`config.mk`:
```
export PLATFORM = sky130hd
export DESIGN_NAME = dual_slot_record_selector
export DESIGN_NICKNAME = d
export VERILOG_FILES = /design/src/hw/rtl/dsrs_pkg.sv /design/src/hw/rtl/dsrs_check.sv /design/src/hw/rtl/dsrs_select.sv /design/src/hw/rtl/dual_slot_record_selector.sv
export SDC_FILE = /design/constraint.sdc
export NUM_CORES = 1
export LEC_CHECK = 0
export BUFFER_PORTS_ARGS = -buffer_cell sky130_fd_sc_hd__buf_2
export CAP_MARGIN = 25
export CELL_PAD_IN_SITES_DETAIL_PLACEMENT = 1
export CELL_PAD_IN_SITES_GLOBAL_PLACEMENT = 1
export CORE_ASPECT_RATIO = 1.2
export CORE_MARGIN = 4
export CORE_UTILIZATION = 30
export DETAILED_ROUTE_END_ITERATION = 6
export PLACE_DENSITY = 0.54
export REMOVE_ABC_BUFFERS = 1
export SYNTH_ARGS = -nofsm -noshare
export SYNTH_HDL_FRONTEND = slang
export SYNTH_SLANG_ARGS = --single-unit
```
`constraint.sdc`:
```
create_clock -name i_clk -period 26.8 [get_ports i_clk]
set_clock_uncertainty 0.05 [all_clocks]
set_input_delay 5.36 -clock i_clk [delete_from_list [all_inputs] [get_ports i_clk]]
set_output_delay 5.36 -clock i_clk [all_outputs]
set_load 0.01 [all_outputs]
```
`src/hw/rtl/dsrs_pkg.sv`:
```
// ----------------------------------------------------------------------------
// dsrs_pkg
// Shared types, constants and CRC-32 helpers for the dual slot record selector.
// ----------------------------------------------------------------------------
package dsrs_pkg;

    localparam logic [31:0] REC_MAGIC   = 32'h4655_534E;
    localparam logic [31:0] REC_VERSION = 32'd2;
    localparam logic [31:0] CRC_POLY    = 32'hEDB8_8320;
    localparam logic [31:0] CRC_INIT    = 32'hFFFF_FFFF;
    localparam logic [15:0] NODE_LIMIT  = 16'h07FF;
    localparam int          CRC_BITS    = 128;

    localparam logic [1:0] CFG_MAX_MODE     = 2'd0;
    localparam logic [1:0] CFG_DEFAULT_MODE = 2'd1;
    localparam logic [1:0] CFG_DEFAULT_NODE = 2'd2;

    typedef logic [CRC_BITS-1:0][31:0] t_crc_cols;

    typedef struct packed {
        logic [7:0]  max_mode;
        logic [7:0]  default_mode;
        logic [10:0] default_node;
    } t_cfg;

    typedef struct packed {
        logic        ok;
        logic [31:0] seq;
        logic [7:0]  mode;
        logic [10:0] node;
    } t_rec_chk;

    typedef struct packed {
        logic        status;
        logic        chosen_slot;
        logic [7:0]  mode;
        logic [10:0] node;
        logic        item_valid;
    } t_result;

    // one reflected CRC step on one stream bit
    function automatic logic [31:0] crc_step(input logic [31:0] c, input logic b);
        logic fb;
        fb = c[0] ^ b;
        return (c >> 1) ^ (fb ? CRC_POLY : 32'h0);
    endfunction

    // contribution of each stream bit to the final CRC, zero start value
    function automatic t_crc_cols crc_columns();
        t_crc_cols   cols;
        logic [31:0] c;
        for (int p = 0; p < CRC_BITS; p++) begin
            c = CRC_POLY;
            for (int s = p + 1; s < CRC_BITS; s++) begin
                c = crc_step(c, 1'b0);
            end
            cols[p] = c;
        end
        return cols;
    endfunction

    // CRC of an all-zero stream from the all-ones start value
    function automatic logic [31:0] crc_zero_init();
        logic [31:0] c;
        c = CRC_INIT;
        for (int s = 0; s < CRC_BITS; s++) begin
            c = crc_step(c, 1'b0);
        end
        return c;
    endfunction

endpackage

```
`src/hw/rtl/dsrs_check.sv`:
```
// ----------------------------------------------------------------------------
// dsrs_check
// Record check: CRC-32 over the 16 record bytes as an XOR of constant
// columns, plus the marker, version, mode and node id range checks.
// ----------------------------------------------------------------------------
module dsrs_check
    import dsrs_pkg::*;
(
    input  logic [31:0] i_magic_word,
    input  logic [31:0] i_format_version,
    input  logic [31:0] i_sequence_number,
    input  logic [7:0]  i_mode_byte,
    input  logic [7:0]  i_reserved_byte,
    input  logic [15:0] i_node_word,
    input  logic [31:0] i_stored_crc,
    input  logic [7:0]  i_max_mode,
    output t_rec_chk    o_chk
);

    localparam t_crc_cols   CRC_COLS = crc_columns();
    localparam logic [31:0] CRC_BASE = crc_zero_init();

    logic [CRC_BITS-1:0] stream;
    logic [31:0]         crc;

    assign stream = {i_node_word, i_reserved_byte, i_mode_byte,
                     i_sequence_number, i_format_version, i_magic_word};

    always_comb begin
        crc = CRC_BASE;
        for (int p = 0; p < CRC_BITS; p++) begin
            crc = crc ^ (stream[p] ? CRC_COLS[p] : 32'h0);
        end
    end

    always_comb begin
        o_chk.ok   = (i_magic_word == REC_MAGIC) && (i_format_version == REC_VERSION) &&
                     (i_mode_byte <= i_max_mode) && (i_node_word <= NODE_LIMIT) &&
                     (i_stored_crc == crc);
        o_chk.seq  = i_sequence_number;
        o_chk.mode = i_mode_byte;
        o_chk.node = i_node_word[10:0];
    end

endmodule

```
`src/hw/rtl/dsrs_select.sv`:
```
// ----------------------------------------------------------------------------
// dsrs_select
// Slot 0 record store, slot selection by serial sequence compare, and the
// result register.
// ----------------------------------------------------------------------------
module dsrs_select
    import dsrs_pkg::*;
(
    input  logic     i_clk,
    input  logic     i_rst_n,
    input  logic     i_s1_valid,
    input  logic     i_s1_slot,
    input  t_rec_chk i_chk,
    input  t_cfg     i_cfg,
    input  logic     i_out_ready,
    output logic     o_s1_take,
    output logic     o_out_valid,
    output t_result  o_result
);

    logic        r_first_valid;
    logic [31:0] r_first_seq;
    logic [7:0]  r_first_mode;
    logic [10:0] r_first_node;
    logic        r_out_valid;
    t_result     r_result;
    t_result     n_result;
    logic [31:0] diff;
    logic        zero_newer;
    logic        out_free;

    assign out_free  = !r_out_valid || i_out_ready;
    assign o_s1_take = i_s1_valid && (!i_s1_slot || out_free);

    assign diff       = r_first_seq - i_chk.seq;
    assign zero_newer = (diff != 32'h0) && !diff[31];

    always_comb begin
        n_result.item_valid = i_chk.ok;
        if (r_first_valid && (!i_chk.ok || zero_newer)) begin
            n_result.status      = 1'b0;
            n_result.chosen_slot = 1'b0;
            n_result.mode        = r_first_mode;
            n_result.node        = r_first_node;
        end else if (i_chk.ok) begin
            n_result.status      = 1'b0;
            n_result.chosen_slot = 1'b1;
            n_result.mode        = i_chk.mode;
            n_result.node        = i_chk.node;
        end else begin
            n_result.status      = 1'b1;
            n_result.chosen_slot = 1'b1;
            n_result.mode        = i_cfg.default_mode;
            n_result.node        = i_cfg.default_node;
        end
    end

    always_ff @(posedge i_clk) begin
        if (!i_rst_n) begin
            r_first_valid <= 1'b0;
            r_out_valid   <= 1'b0;
        end else begin
            if (o_s1_take && !i_s1_slot) begin
                r_first_valid <= i_chk.ok;
            end
            if (o_s1_take && i_s1_slot) begin
                r_out_valid <= 1'b1;
            end else if (i_out_ready) begin
                r_out_valid <= 1'b0;
            end
        end
    end

    always_ff @(posedge i_clk) begin
        if (o_s1_take && !i_s1_slot) begin
            r_first_seq  <= i_chk.seq;
            r_first_mode <= i_chk.mode;
            r_first_node <= i_chk.node;
        end
        if (o_s1_take && i_s1_slot) begin
            r_result <= n_result;
        end
    end

    assign o_out_valid = r_out_valid;
    assign o_result    = r_result;

endmodule

```
`src/hw/rtl/dual_slot_record_selector.sv`:
```
// ----------------------------------------------------------------------------
// dual_slot_record_selector
// Checks settings records from two storage slots and reports the chosen one.
// ----------------------------------------------------------------------------
// Each item is one record tagged slot 0 or slot 1. A slot 0 item is stored
// and gives no result; a slot 1 item gives one result choosing between the
// stored slot 0 record, itself, or the configured defaults. Items pass an
// input register and a result register: one item per cycle is accepted, and
// each slot 1 item's result is registered as it leaves the input register.
// A slot 1 item waits in the input register, and holds off the next item,
// only while an earlier result is stalled at the output. The CRC-32 over
// the 16 record bytes is a single XOR network between those two registers.
// Configuration must be written by the user only while no item is in flight.
// ----------------------------------------------------------------------------
module dual_slot_record_selector
    import dsrs_pkg::*;
(
    input  logic        i_clk,
    input  logic        i_rst_n,
    input  logic        i_cfg_we,
    input  logic [1:0]  i_cfg_index,
    input  logic [10:0] i_cfg_data,
    input  logic        i_in_valid,
    output logic        o_in_ready,
    input  logic        i_slot,
    input  logic [31:0] i_magic_word,
    input  logic [31:0] i_format_version,
    input  logic [31:0] i_sequence_number,
    input  logic [7:0]  i_mode_byte,
    input  logic [7:0]  i_reserved_byte,
    input  logic [15:0] i_node_word,
    input  logic [31:0] i_stored_crc,
    output logic        o_out_valid,
    input  logic        i_out_ready,
    output logic        o_status,
    output logic        o_chosen_slot,
    output logic [7:0]  o_mode_out,
    output logic [10:0] o_node_id_out,
    output logic        o_item_valid
);

    t_cfg        r_cfg;
    logic        r_s1_valid;
    logic        r_slot;
    logic [31:0] r_magic_word;
    logic [31:0] r_format_version;
    logic [31:0] r_sequence_number;
    logic [7:0]  r_mode_byte;
    logic [7:0]  r_reserved_byte;
    logic [15:0] r_node_word;
    logic [31:0] r_stored_crc;
    logic        s1_take;
    t_rec_chk    chk;
    t_result     result;

    always_ff @(posedge i_clk) begin
        if (!i_rst_n) begin
            r_cfg.max_mode     <= 8'd2;
            r_cfg.default_mode <= 8'd1;
            r_cfg.default_node <= 11'd0;
        end else if (i_cfg_we) begin
            unique case (i_cfg_index)
                CFG_MAX_MODE:     r_cfg.max_mode     <= i_cfg_data[7:0];
                CFG_DEFAULT_MODE: r_cfg.default_mode <= i_cfg_data[7:0];
                CFG_DEFAULT_NODE: r_cfg.default_node <= i_cfg_data;
                default: ;
            endcase
        end
    end

    assign o_in_ready = !r_s1_valid || s1_take;

    always_ff @(posedge i_clk) begin
        if (!i_rst_n) begin
            r_s1_valid <= 1'b0;
        end else if (i_in_valid && o_in_ready) begin
            r_s1_valid <= 1'b1;
        end else if (s1_take) begin
            r_s1_valid <= 1'b0;
        end
    end

    always_ff @(posedge i_clk) begin
        if (i_in_valid && o_in_ready) begin
            r_slot            <= i_slot;
            r_magic_word      <= i_magic_word;
            r_format_version  <= i_format_version;
            r_sequence_number <= i_sequence_number;
            r_mode_byte       <= i_mode_byte;
            r_reserved_byte   <= i_reserved_byte;
            r_node_word       <= i_node_word;
            r_stored_crc      <= i_stored_crc;
        end
    end

    dsrs_check u_check (
        .i_magic_word      (r_magic_word),
        .i_format_version  (r_format_version),
        .i_sequence_number (r_sequence_number),
        .i_mode_byte       (r_mode_byte),
        .i_reserved_byte   (r_reserved_byte),
        .i_node_word       (r_node_word),
        .i_stored_crc      (r_stored_crc),
        .i_max_mode        (r_cfg.max_mode),
        .o_chk             (chk)
    );

    dsrs_select u_select (
        .i_clk       (i_clk),
        .i_rst_n     (i_rst_n),
        .i_s1_valid  (r_s1_valid),
        .i_s1_slot   (r_slot),
        .i_chk       (chk),
        .i_cfg       (r_cfg),
        .i_out_ready (i_out_ready),
        .o_s1_take   (s1_take),
        .o_out_valid (o_out_valid),
        .o_result    (result)
    );

    assign o_status      = result.status;
    assign o_chosen_slot = result.chosen_slot;
    assign o_mode_out    = result.mode;
    assign o_node_id_out = result.node;
    assign o_item_valid  = result.item_valid;

endmodule

```
; After elaboration in Yosys (flattened, before gate mapping)
; Cells that the tools add are included.
[totals]
output_inout_bits = 24
regBits = 264
[classes]
add_sub_neg = 1
mux = 134
n_bitwise = 128
order_cmp = 2
reduce_logical = 26
eq_ne = 5
[op_table]
columns = op, n
row1 = $xor 32x32->32, 127
row2 = $mux 32, 63
row3 = $mux 31, 29
row4 = $mux 30, 13
row5 = $mux 29, 9
row6 = $mux 28, 5
row7 = $mux 27, 5
row8 = $mux 26, 3
row9 = $eq 32x2->1 const B, 1
row10 = $eq 32x31->1 const B, 1
row11 = $eq 32x32->1, 1
row12 = $reduce_bool 32->1, 1
row13 = $sub 32x32->32, 1
row14 = $mux 25, 1
row15 = $mux 21, 1
row16 = $mux 19, 1
row17 = $le 16x11->1 const B, 1
row18 = $not 13->13, 1
row19 = $logic_and 1x1->1, 10
row20 = $le 8x8->1, 1
row21 = $reduce_and 2->1, 3
row22 = $logic_not 1->1, 5
row23 = $logic_or 1x1->1, 4
row24 = $mux 1, 4
row25 = other kinds (4), 5

; Logic depth before layout (Yosys ltp)
[depth]
word_depth = 135
ltp_mapped = 17
ltp_nobuf = 14

; By module
; A second synthesis with hierarchy kept.
[hier_totals]
cells_unflattened = 1875
hier_area_um2 = 21134.0
[by_module_without_submodules]
columns = mod, cells_each, seq_area_each_um2, area_each_um2, instances
row1 = dsrs_check, 1119, 0.0, 10217.3, 1
row2 = dual_slot_record_selector, 269, 5395.2, 5909.4, 1
row3 = dsrs_select, 487, 2232.1, 5007.3, 1

; Worst setup path before layout
; Ideal clock, no wire load.
[synth_path]
path_kind = input to register
startpoint = input i_out_ready
endpoint = register r_format_version[0] (enable)
n_path_buf = 0
arrival_time_ns = 13.448
setup_ns = 0.777
cell_stages = 2
required_ns = 25.973
slack_ns = 12.524
cell_sequence = nor2b_1 -> a31oi_1
[synth_between]
elab_chain_cells = 5
[synth_rtl]
columns = element, line
row1 = from (decl), dual_slot_record_selector.sv:34  ; input logic i_out_ready,
row2 = $logic_or 1x1->1, dsrs_select.sv:32  ; assign out_free = !r_out_valid || i_out_ready;
row3 = $logic_or 1x1->1, dsrs_select.sv:33  ; assign o_s1_take = i_s1_valid && (!i_s1_slot || out_free);
row4 = $logic_and 1x1->1, dsrs_select.sv:33
row5 = $logic_or 1x1->1, dual_slot_record_selector.sv:71  ; assign o_in_ready = !r_s1_valid || s1_take;
row6 = $logic_and 1x1->1, dual_slot_record_selector.sv:84  ; if (i_in_valid && o_in_ready) begin
row7 = to (signal assigned), dual_slot_record_selector.sv:87  ; r_format_version <= i_format_version;
row8 = to (decl), dual_slot_record_selector.sv:46  ; logic [31:0] r_format_version;
; No other way between the ends.
; A chain may end at the register's enable or synchronous reset.

; Final worst setup path
[layout_path]
startpoint = input i_out_ready
endpoint = output o_in_ready
[layout_between]
elab_chain_cells = 4
[layout_rtl]
columns = element, line
row1 = $logic_or 1x1->1, dsrs_select.sv:32
row2 = $logic_or 1x1->1, dsrs_select.sv:33
row3 = $logic_and 1x1->1, dsrs_select.sv:33
row4 = $logic_or 1x1->1, dual_slot_record_selector.sv:71
row5 = to (decl), dual_slot_record_selector.sv:24  ; output logic o_in_ready,
; No other way between the ends.

==> reports/metrics.cfg <==
[routing]
drt-initial-drc-count=916
dr_total_vias=14310
totalWireLength_microns=99360
vias_per_cell=5.025
dr.pass1.iters=5
routedWlPerCell_microns=34.89
drc=0
ant_nets=0

[global_route]
antenna_found_initial=3
track_usage_pct=25.28
grt_max_degree=69
grt.overflow.total=0
grt_pass1_vias=15350
grt_pass1_wl_microns=132500

[placed_design]
dp.cells=2789
dp_slack_ps=15210
place.gp.congestion=1.023
dp_hpwl_microns=79340
port_buffers=202

[pwr]
seq_power_share_pct=23.6
intPower_mw=1.354
leakage_nw=10.55
power.density_nw_per_um2=88.00
p_sw_mw=0.8327
power_frac_clock_pct=19.8
swShare_pct=38.09
power.total_mw=2.186
comb_power_share_pct=56.6
ir_drop_v=0.00005975

[yosys]
yosysMostFrequentCell=xnor2_1
synth_common_cells=xnor2_1, edfxtp_1, xnor3_1, xor2_1, inv_1
synth-seq-area-share_pct=34.90
ys_top_cells_by_area=edfxtp_1, xnor3_1, xnor2_1, xor2_1, dfxtp_1
ys_types=76
ys_warn_count=0
synth_top_area_cell=edfxtp_1
yosys_most_used_dff=edfxtp_1
synth_enable_flop_cells=234
async_reset_ff_share_pct=0
synth_seq_cells=264
synth_cells=1743
syn_area_sq_um=21860
synth_top_area_share_pct=32.15
postSynthAreaPerCell_sq_um=12.54

[sta]
rsz0062_at_grt=no
hold_violations=0
final_max_slew_viol_count=0
finalSetupViolations=0
min_period_ps=11570
max_freq_ghz=0.08645
fin_setup_tns_ps=0
fin_ws_ps=15230
worstMarginPinSlew_ps=1153
period_share_pct=43.16
holdWs_ps=447.9
slew_headroom_pct=22.59

[clock_tree]
h-tree-depth=1
cts_made_buffers=31
post_cts_buffers=0
cts_root_buffer=clkbuf_16
clock_path_buffers=3
cts_resized=0
cts_sinks=264
postCtsHoldBufs=0
clk_latency_ps=620
tritoncts=yes
clk_pin_slew_worst_paths_ps=60

[setup_path]
end_kind=primary output
startpoint_type=input pin
crit_type=input pin to primary output
path_max_fanout=4
crit_required_ps=21390
cp_data_arrival_time_ps=6160

[finish]
fillCellCount=7747
fin_cells=2848
regArea_sq_um=7627
multi_input_area_sq_um=13390
synthToLayoutAreaGrowth_pct=13.68
nets=2109
drive_gt1_share_pct=16.95

[min_path]
hold_class=flop to flop

[floorplanning]
rows=108
chipWidth_microns=254.4
initial_utilization_pct=30.23
core_sq_um=72290
io_pins=203
die_area_sq_um=77250
fp.dieH_microns=303.7

[run_status]
outcome=finished, final reports clean

[job]
cap_violations=0

==> path summary, 6_finish.rpt <==
path / slack, ps / to / cells past startpoint / startpoint
max: 15230 / o_in_ready / 4 / i_out_ready
min: 450 / r_cfg[11] / 2 / r_cfg[11]
max reg2reg: 20330 / u_select.o_result[18] / 12 / r_magic_word[30]
min reg2reg: 450 / r_cfg[11] / 2 / r_cfg[11]
==> power by group through the flow <==
stage | registers, mW | logic (mW) | clock network [mW]
final | 0.515 | 1.24 | 0.434
after global placement | 0.523 | 1.23 | 0
after detailed placement | 0.523 | 1.22 | 0
after CTS | 0.515 | 1.23 | 0.448
after global routing | 0.515 | 1.27 | 0.465
after floorplan | 0.506 | 0.840 | 0
==> cell usage in the layout (no fill, tap or decap), drive strengths merged, types with 6 or more instances in the layout <==
cell type and instances:
edfxtp 234, nor4b 6, nor3 6, nand2b 15
mux2i 23, nor2b 33, xnor2 467, o221ai 21
nor2 32, nor4 15, dfxtp 30, a21oi 27
o21ai 21, o21a 10, a21o 27, nand4 13
xnor3 207, xor3 7, or2 22, clkinv 7
buf 242, ha 42, nand3 13, nand2 58
clkbuf 42, xor2 119, o2111ai 6, inv 84
nand3b 6
==> state kept, by name, indices dropped and copies added (netlist names) <==
| signal | count |
|---|---|
| r_format_version | 32 |
| r_s1_valid | 1 |
| u_select.o_out_valid | 1 |
| r_cfg | 27 |
| u_select.r_first_seq | 32 |
| r_magic_word | 32 |
| r_node_word | 16 |
| u_select.r_first_node | 11 |
| r_sequence_number | 32 |
| r_reserved_byte | 8 |
| r_slot | 1 |
| u_select.r_first_valid | 1 |
| r_mode_byte | 8 |
| u_select.o_result | 22 |
| r_stored_crc | 32 |
| u_select.r_first_mode | 8 |
==> layout make-up <==
type,count,share of cell area [%]
multi-input cells,1266,53.90
diodes,1,0.01007
well taps,935,4.709
clock buffers,42,3.409
repair buffers,242,5.308
inverters,82,1.239
clock inverters,16,0.7252
flip-flops and latches,264,30.70
==> per-stage QoR <==
stage	util (%)	cell area [sq um]
after floorplan	-	21280
after global placement	32.89	23780
after detailed placement	32.94	23820
after CTS	34.36	24840
after global routing	34.36	24840
final	34.37	24850
==> worst max-delay path: stages <==
cell and delay [ps]:
buf_2 90, nor2b_1 360, nand3_1 170, buf_2 170
==> kinds of logic (layout without fill, tap and decap cells) <==
kind of cell / Yosys count / in the layout / synth area share [%]
xor gates and xnor gates: 800 / 800 / 46.16
DFF: 264 / 264 / 34.90
and+or+nand+nor: 238 / 238 / 5.931
buffers and inverters: 213 / 382 / 4.047
AOI/OAI and AO/OA: 160 / 160 / 5.307
adders and majority gates: 43 / 43 / 2.496
muxes: 25 / 25 / 1.156
other: 0 / 1 / 0
==> routing by layer <==
| metal | routed length, microns | share of wire (%) | track usage, % |
|---|---|---|---|
| met5 | 0 | 0 | 0 |
| met4 | 6711 | 6.8 | 13.46 |
| met3 | 4567 | 4.6 | 2.652 |
| met2 | 48520 | 49 | 43.38 |
| met1 | 39560 | 40 | 31.19 |
No activity file was read; power rests on OpenSTA's default activity.
